==> src/kmc_pkg.sv <==
// ----------------------------------------------------------------------------
// kmc_pkg: shared types and constants of the k-means clustering block
// Word formats, cell link records, opcodes and state encodings.
// ----------------------------------------------------------------------------
`default_nettype none

package kmc_pkg;

  localparam int COORD_W = 16;  // Q7.8 coordinate
  localparam int CL_W    = 3;   // cluster index, up to eight clusters
  localparam int DIM_W   = 3;   // coordinate index, up to eight dimensions
  localparam int PT_W    = 16;  // point index, up to 65536 points
  localparam int DIST_W  = 35;  // squared distance over eight dimensions
  localparam int CFG_IW  = 3;   // configuration register index

  typedef enum logic [CFG_IW-1:0] {
    CFG_POINT_COUNT   = 3'd0,
    CFG_DIM_COUNT     = 3'd1,
    CFG_CLUSTER_COUNT = 3'd2,
    CFG_MAX_ITER      = 3'd3,
    CFG_MIN_IMPROVE   = 3'd4
  } cfg_idx_t;

  typedef enum logic [1:0] {
    OP_SEED,
    OP_ASSIGN,
    OP_ACCUM
  } op_t;

  typedef enum logic [2:0] {
    ST_LOAD,
    ST_SEED,
    ST_ASSIGN,
    ST_CHECK,
    ST_ACCUM,
    ST_DIV_GO,
    ST_DIVIDE,
    ST_EMIT
  } st_t;

  typedef enum logic [1:0] {
    DV_IDLE,
    DV_LOAD,
    DV_STEP,
    DV_STORE
  } dv_state_t;

  typedef struct packed {
    logic signed [COORD_W-1:0] coord_value;
    logic                      last_coord;
  } in_word_t;

  typedef struct packed {
    logic signed [COORD_W-1:0] center_value;
    logic                      last_center;
  } out_word_t;

  // coordinate travelling along the cell row
  typedef struct packed {
    logic                      vld;
    op_t                       op;
    logic                      first;
    logic                      last;
    logic [DIM_W-1:0]          dim;
    logic [CL_W-1:0]           tag;
    logic [PT_W-1:0]           pt;
    logic signed [COORD_W-1:0] coord;
  } elem_t;

  // running nearest-centre decision of one point
  typedef struct packed {
    logic              vld;
    logic [DIST_W-1:0] dmin;
    logic [CL_W-1:0]   idx;
    logic [DIST_W-1:0] err;
    logic [PT_W-1:0]   pt;
  } bst_t;

endpackage

`default_nettype wire

==> src/kmc_cell.sv <==
// ----------------------------------------------------------------------------
// kmc_cell: one centre of the clustering row
// Holds one centre, its member sums and count; measures squared distance,
// folds the nearest-centre decision and divides sums into the new centre.
// ----------------------------------------------------------------------------
`default_nettype none

module kmc_cell
  import kmc_pkg::*;
#(
  parameter int IDX        = 0,
  parameter int MAX_POINTS = 1024,
  parameter int MAX_DIMS   = 8
) (
  input  wire logic                      clk,
  input  wire logic                      rst_n,
  input  wire elem_t                     elem_i,
  output elem_t                          elem_o,
  input  wire bst_t                      bst_i,
  output bst_t                           bst_o,
  input  wire logic [CL_W:0]             k_i,
  input  wire logic [3:0]                d_i,
  input  wire logic                      clr_i,
  input  wire logic                      div_go_i,
  output logic                           div_busy_o,
  input  wire logic [DIM_W-1:0]          rd_dim_i,
  output logic signed [COORD_W-1:0]      center_o
);

  localparam int SW  = COORD_W + $clog2(MAX_POINTS);
  localparam int CW  = $clog2(MAX_POINTS + 1);
  localparam int LDW = (MAX_DIMS > 1) ? $clog2(MAX_DIMS) : 1;
  localparam int STW = $clog2(SW);

  elem_t                     s1_r;
  logic [31:0]               prod_r;
  logic [DIST_W-1:0]         acc_r;
  bst_t                      bst_r;
  logic signed [COORD_W-1:0] cen_r [MAX_DIMS];
  logic signed [SW-1:0]      sum_r [MAX_DIMS];
  logic [CW-1:0]             cnt_r;

  dv_state_t                 dv_state_r, dv_state_nxt;
  logic [DIM_W-1:0]          dv_dim_r;
  logic [STW-1:0]            dv_step_r;
  logic [SW-1:0]             dq_r;
  logic [CW-1:0]             rem_r;
  logic                      neg_r;

  logic signed [16:0]        diff;
  logic signed [33:0]        sq;
  logic [DIST_W-1:0]         total;
  logic                      take;
  logic                      active;
  logic                      mine;
  bst_t                      bst_nxt;
  logic [CW:0]               trial;
  logic                      ge;
  logic signed [SW-1:0]      sv;
  logic [COORD_W-1:0]        qv;
  logic                      dv_last;

  // distance term of the incoming coordinate
  always_comb begin
    diff = 17'(elem_i.coord) - 17'(cen_r[elem_i.dim[LDW-1:0]]);
    sq   = 34'(diff) * 34'(diff);
  end

  always_comb begin
    total  = s1_r.first ? DIST_W'(prod_r) : acc_r + DIST_W'(prod_r);
    active = 32'(IDX) < 32'(k_i);
    take   = (IDX == 0) || (total <= bst_i.dmin);
    mine   = s1_r.tag == CL_W'(IDX);
    bst_nxt.vld  = s1_r.vld && s1_r.last && (s1_r.op == OP_ASSIGN);
    bst_nxt.dmin = (active && take) ? total : bst_i.dmin;
    bst_nxt.idx  = (active && take) ? CL_W'(IDX) : bst_i.idx;
    bst_nxt.err  = mine ? total : bst_i.err;
    bst_nxt.pt   = s1_r.pt;
  end

  // restoring divider, one quotient bit a cycle
  always_comb begin
    trial   = {rem_r, dq_r[SW-1]};
    ge      = trial >= {1'b0, cnt_r};
    sv      = sum_r[dv_dim_r[LDW-1:0]];
    qv      = neg_r ? COORD_W'(-dq_r[COORD_W-1:0]) : dq_r[COORD_W-1:0];
    dv_last = (4'(dv_dim_r) + 4'd1) == d_i;
  end

  always_comb begin
    dv_state_nxt = dv_state_r;
    case (dv_state_r)
      DV_IDLE:  if (div_go_i) dv_state_nxt = DV_LOAD;
      DV_LOAD:  dv_state_nxt = DV_STEP;
      DV_STEP:  if (dv_step_r == STW'(SW - 1)) dv_state_nxt = DV_STORE;
      DV_STORE: dv_state_nxt = dv_last ? DV_IDLE : DV_LOAD;
      default:  dv_state_nxt = DV_IDLE;
    endcase
  end

  always_ff @(posedge clk) begin
    if (!rst_n) begin
      s1_r.vld   <= 1'b0;
      bst_r.vld  <= 1'b0;
      dv_state_r <= DV_IDLE;
    end else begin
      s1_r       <= elem_i;
      bst_r      <= bst_nxt;
      dv_state_r <= dv_state_nxt;
    end
  end

  always_ff @(posedge clk) begin
    prod_r <= sq[31:0];
    if (s1_r.vld) begin
      acc_r <= total;
    end

    if (clr_i) begin
      for (int i = 0; i < MAX_DIMS; i++) begin
        sum_r[i] <= '0;
      end
      cnt_r <= '0;
    end else if (s1_r.vld && (s1_r.op == OP_ACCUM) && mine) begin
      sum_r[s1_r.dim[LDW-1:0]] <= sum_r[s1_r.dim[LDW-1:0]] + SW'(s1_r.coord);
      if (s1_r.last) begin
        cnt_r <= cnt_r + 1'b1;
      end
    end

    if (s1_r.vld && (s1_r.op == OP_SEED) && mine) begin
      cen_r[s1_r.dim[LDW-1:0]] <= s1_r.coord;
    end

    case (dv_state_r)
      DV_IDLE: begin
        dv_dim_r <= '0;
      end
      DV_LOAD: begin
        neg_r     <= sv[SW-1];
        dq_r      <= sv[SW-1] ? SW'(-sv) : SW'(sv);
        rem_r     <= '0;
        dv_step_r <= '0;
      end
      DV_STEP: begin
        rem_r     <= ge ? CW'(trial - {1'b0, cnt_r}) : trial[CW-1:0];
        dq_r      <= {dq_r[SW-2:0], ge};
        dv_step_r <= dv_step_r + 1'b1;
      end
      DV_STORE: begin
        cen_r[dv_dim_r[LDW-1:0]] <= (cnt_r == '0) ? '0 : $signed(qv);
        dv_dim_r <= dv_dim_r + 1'b1;
      end
      default: begin
        dv_dim_r <= '0;
      end
    endcase
  end

  assign elem_o     = s1_r;
  assign bst_o      = bst_r;
  assign div_busy_o = dv_state_r != DV_IDLE;
  assign center_o   = cen_r[rd_dim_i[LDW-1:0]];

endmodule

`default_nettype wire

==> config.mk <==
export PLATFORM = sky130hd
export DESIGN_NAME = kmc_cell
export DESIGN_NICKNAME = d
export VERILOG_FILES = /design/src/kmc_pkg.sv /design/src/kmc_cell.sv
export SDC_FILE = /design/constraint.sdc
export NUM_CORES = 2
export LEC_CHECK = 0
export BUFFER_PORTS_ARGS = -buffer_cell sky130_fd_sc_hd__buf_2
export CORE_MARGIN = 2
export CORE_UTILIZATION = 60
export CTS_CLUSTER_SIZE = 30
export DETAILED_ROUTE_END_ITERATION = 10
export PLACE_DENSITY = 0.84
export SYNTH_ARGS = -nofsm -noshare
export SYNTH_HDL_FRONTEND = slang
export SYNTH_SLANG_ARGS = --single-unit
==> constraint.sdc <==
create_clock -name clk -period 17.6 [get_ports clk]
set_input_delay 0.88 -clock clk [delete_from_list [all_inputs] [get_ports clk]]
set_output_delay 0.88 -clock clk [all_outputs]
set_load 0.1 [all_outputs]
### Word-level counts from Yosys, hierarchy flattened

Memory sizes are Yosys's and may differ from the RTL's. A register that Yosys moved wholly into a read port is not among the register bits.
Cells that the tools add are included.

* equal/unequal tests: 9
* reductions and logical operators: 16
* magnitude comparators: 2
* multiply operators: 1
* add/sub/neg operators: 10
* muxes and demuxes: 29

Operator list (number)
* $mux W35: 3
* $mux W26: 2
* $pmux W26 S2: 1
* $add A35 B32 Y35: 1
* $mul A17 B17 Y32: 1
* $mux W16: 2
* $add A26 B16 Y26: 1
* $neg A26 Y26: 1
* $reduce_or A26 Y1: 1
* $pmux W11 S2: 1
* $sub A16 B16 Y17: 1
* $neg A16 Y16: 1
* $ge A12 B11 Y1: 1
* $add A11 B1 Y11 const B: 1
* $logic_not A11 Y1: 1
* $mux W1: 11
* $mux W11: 1
* $sub A11 B11 Y11: 1
* $pmux W5 S2: 1
* $mux W3: 3
* $pmux W2 S4: 1
* $eq A2 B2 Y1 const B: 3
* $logic_and A1 B1 Y1: 6
* $pmux W3 S2: 1
* other kinds (13): 20

* register bits: 259
* logic and storage cells: 91
* output and inout bits: 150
* input bits: 148
* RAM bits: 336
* memories kept: 2

Memories
* sum_r: depth 8, width 26, rd ports 2, clocked after memory_dff 2, wr ports 8, line kmc_cell.sv:40 `logic signed [SW-1:0] sum_r [MAX_DIMS];`
* cen_r: depth 8, width 16, rd ports 2, clocked after memory_dff 0, wr ports 2, line kmc_cell.sv:39 `logic signed [COORD_W-1:0] cen_r [MAX_DIMS];`

### Logic depth before layout (Yosys ltp)

* depth in word-level cells: 8
* depth in mapped cells: 39
* gate-level depth less buffers: 36

### Worst setup path after synthesis

No wires, ideal clock.

* path type: input port to flip-flop
* start point: in elem_i[35] in the netlist's numbering
* end point: reg prod_r[29]
* slack: 7604 ps
* path buffers: 4
* arrival: 9924 ps
* library setup time: 72 ps
* data required time: 17528 ps
* cell stages on the path: 37
* path through: clkbuf_1 buf_1 mux4_2 mux2i_1 ha_1 nor2b_1 o21ai_0 a21boi_0 o211ai_1 a21oi_1 o311ai_0 mux2i_1 or2_2 clkbuf_1 inv_1 clkbuf_1 nor2_1 fa_1 fa_1 inv_1 fa_1 inv_1 fa_1 fa_1 inv_1 fa_1 inv_1 ha_1 a21o_1 a21oi_1 nor3b_1 a21bo_2 a31oi_1 o31ai_1 a41oi_1 nor2b_1 xnor2_1

* longest elaborated chain between the ends: 3

RTL lines
* from (decl): line kmc_cell.sv:17 `input wire elem_t elem_i,`
* $mem_v2 Z8 W16
* $sub A16 B16 Y17: line kmc_cell.sv:65 `diff = 17'(elem_i.coord) - 17'(cen_r[elem_i.dim[LDW-1:0]]);`
* $mul A17 B17 Y32: line kmc_cell.sv:66 `sq = 34'(diff) * 34'(diff);`
* named net sq[29]: line kmc_cell.sv:51 `logic signed [33:0] sq;`
* to (signal assigned): line kmc_cell.sv:114 `prod_r <= sq[31:0];`
* to (decl): line kmc_cell.sv:36 `logic [31:0] prod_r;`

The timed path passes the listed nets, and every way through them passes these cells.
A chain may end at the register's enable or synchronous reset.

### Worst setup path after layout

Ends and elaborated chain as after synthesis.

==> out/metrics.yaml <==
detailed_routing:
  routed_wire_length_per_instance_um: 22.97
  drt_first_pass_iters: 6
  postRouteAntennaNets: 0
  wl_met1_mm: 36.39
  highest-signal-layer: "met5"
  num_vias: 30310
  drc_errors: 0
  met2RoutedLength_mm: 55.57
  first_iter_violations: 3336
  vias_per_cell: 6.291
  met3WireLength_mm: 12.26
  routed_wl_mm: 110.7
yosys:
  yosysWarningCount: 0
  synthesis.nets: 4252
  post_synth_inst_count: 3671
  ys_types: 83
  postSynth.asyncResetShare_pct: 0
  syn_area_per_cell_um2: 11.26
  synth-seq-cells: 600
  synth-main-ff-cell: "sky130_fd_sc_hd__edfxtp_1"
  synth.yosys.seq_area_share_pct: 42.33
  synth-edff-count: 548
  synth.cell_area_um2: 41340
clock_tree:
  cts_buffer_depth: 3
  post_cts.repair.setup_buffers: 0
  cts_tree: "built"
  postCtsResizedCells: 0
  cts_buf_count: 61
  tritoncts_num_sinks: 600
  clock-root-buffer: "sky130_fd_sc_hd__clkbuf_16"
  path_clk_slew_ns: 0.07
  holdBufCountCts: 0
  clock_insertion_delay_at_the_later_pin_of_the_skew_report_ns: 0.67
  h_tree_lvl_count: 2
sta:
  grt_setup_unrepaired: "false"
  finalCriticalPeriod_ns: 10.72
  finalHoldViolCount: 0
  final-max-slew-violation-count: 0
  final_sum_of_negative_setup_slack_ns: 0
  hold_ws_ns: 0.3781
  fin_crit_sh_pct: 60.90
  worstMarginPinSlew_ns: 1.245
  finalClockSkew_ns: 0.06432
  setup_viol: 0
  maxSlewHeadroom_pct: 16.32
  clock.fmax_mhz: 93.30
final_layout:
  design.final.nets: 4462
  final_cell_count_no_fill: 4818
  layout-drive-gt1-share_pct: 17.34
  area_growth_pct: 10.30
grt:
  largest_net_degree_at_the_start_of_global_routing: 83
  groute.usage.overall_pct: 31.27
  grt_antenna_before_repair: 7
  grt_pass1_wl_mm: 169.9
  grt-ovfl-total: 0
  grt_pass1_vias: 31279
floorplanning:
  ios: 298
  die_w_um: 266.5
  initial_utilization_pct: 60.48
  core_region_area_um2: 68350
  num_rows: 96
  die-area_um2: 71010
  fp.dieH_um: 266.5
place:
  port-buffer-count: 280
  place_hpwl_mm: 75.09
  finalWeightedCongestion: 0.9101
  post-place-cells: 4700
run_status:
  status: "completed"
setup_path:
  timing.rr.start: "cen_r[7][2]"
  worst_path_buf_inv: 10
  crit_path_start: "elem_i[35]"
  cp_data_required_time_ns: 18.14
  path_max_fanout: 34
  cp_top_family: "adder cells"
  timing_worst_setup_path_type: "input pin to flop"
  max_stage_delay_ns: 0.59
  crit_path_start_kind: "input pin"
  crit_arrival_ns: 11.26
  timing.critical_path.to_type: "flop"
  critPathSlowestCell: "sky130_fd_sc_hd__mux4_2"
worst_hold_path:
  min_delay_worst_type: "input pin to flop"
  min-delay-start: "elem_i[22]"
job:
  max-cap-violations: 0
[metal layers]
layer | vias to the layer above | global-route usage [%]
met4 | 6 | 16.50
met5 | - | 0
met3 | 451 | 6.652
met2 | 1888 | 54.31
li1 | 13241 | -
met1 | 14724 | 36.51
[per-stage QoR]
stage	instance area (um2)	util [%]	setup slack (ns)
finish	45600	66.71	6.882
global route	45590	66.71	6.287
CTS	45590	66.70	6.969
detailed placement	43530	63.69	6.402
global placement	43530	63.69	6.497
floorplan	41340	-	7.604
[cell type report]
type,count,area [um2]
Antenna cell,3,7.507
Fill cell,4696,22750
Timing Repair Buffer,343,1881
Sequential cell,600,17510
Clock buffer,82,1647
Clock inverter,33,415.4
Inverter,402,1509
Multi-Input combinational cell,2473,21520
Tap cell,882,1104
[flip-flops by register name (all words and copies together) (netlist names), named ones only]
| name | count |
|---|---|
| dq_r | 26 |
| elem_o | 43 |
| rem_r | 11 |
| cen_r | 128 |
| prod_r | 31 |
| bst_o | 90 |
| sum_r | 208 |
| dv_state_r | 2 |
| acc_r | 35 |
| dv_step_r | 5 |
| cnt_r | 11 |
| dv_dim_r | 3 |
| neg_r | 1 |
[worst register-to-register path: cells and delay by family, from the launching register on]
kind	cells	cell delay, ns
AO/OA/AOI/OAI	11	2.50
adder cells (fa/ha/maj)	8	3.85
multiplexers	2	0.91
flip-flops	1	0.41
buffers and inverters	7	0.96
XOR/XNOR	2	0.21
AND/OR/NAND/NOR	5	1.17
[Yosys cell counts (9+ instances only)]
cell                       instances  share of area, %
sky130_fd_sc_hd__mux2i_1          43               1.0
sky130_fd_sc_hd__nor3_1           37              0.45
sky130_fd_sc_hd__nor2b_1          17              0.26
sky130_fd_sc_hd__buf_4            19              0.35
sky130_fd_sc_hd__mux2_2           55               1.5
sky130_fd_sc_hd__nand3_1          38              0.46
sky130_fd_sc_hd__and3_1           14              0.21
sky130_fd_sc_hd__a21o_1           34              0.62
sky130_fd_sc_hd__a31oi_1          14              0.21
sky130_fd_sc_hd__clkbuf_1        138               1.3
sky130_fd_sc_hd__mux4_2          163               8.9
sky130_fd_sc_hd__edfxtp_1        548                40
sky130_fd_sc_hd__ha_1            173               5.2
sky130_fd_sc_hd__xnor2_1         101               2.1
sky130_fd_sc_hd__or3_1            12              0.18
sky130_fd_sc_hd__a211oi_1          9              0.16
sky130_fd_sc_hd__o21ai_1          10              0.12
sky130_fd_sc_hd__fa_1            260                13
sky130_fd_sc_hd__nand2_1         376               3.4
sky130_fd_sc_hd__buf_1            29              0.26
sky130_fd_sc_hd__and2_1           14              0.21
sky130_fd_sc_hd__nand2b_1         28              0.42
sky130_fd_sc_hd__o21bai_1          9              0.16
sky130_fd_sc_hd__o21ai_0         280               3.4
sky130_fd_sc_hd__inv_1           393               3.6
sky130_fd_sc_hd__a21boi_0          9              0.16
sky130_fd_sc_hd__a21oi_1         133               1.6
sky130_fd_sc_hd__o21a_1           19              0.35
sky130_fd_sc_hd__nor2_1          426               3.9
sky130_fd_sc_hd__o31ai_1          22              0.40
sky130_fd_sc_hd__xor2_1           53               1.1
sky130_fd_sc_hd__dfxtp_1          52               2.5
[cell usage in the layout, fill, tap and decap left out, drive strengths merged, types with 53 or more instances in the layout]
cell and instances:
mux4 168, buf 343, nand2 377, edfxtp 548
nor2 426, fa 260, xnor2 101, inv 394
mux2 56, ha 173, clkbuf 82, o21ai 290
a21oi 133, xor2 53
[final timing paths]
| check | to | depth (start not counted) | slack, ns |
|---|---|---|---|
| hold / removal | elem_o[22] | 1 | 0.38 |
| setup reg to reg | prod_r[29] | 35 | 7.48 |
| hold reg to reg | bst_o[8] | 0 | 0.41 |
| setup / recovery | prod_r[29] | 39 | 6.88 |
[kinds of logic after synthesis]
family          Yosys count  share of synthesized area, %
fa+ha+maj               433                         17.83
compound gates          611                         8.720
mux                     270                         11.87
simple gates           1005                         10.28
flops                   600                         42.33
xor+xnor                154                         3.263
buf+inv                 598                         5.712
Power is not shown: default switching activity piles up to over one toggle a cycle in this logic, so the estimate is an artifact.
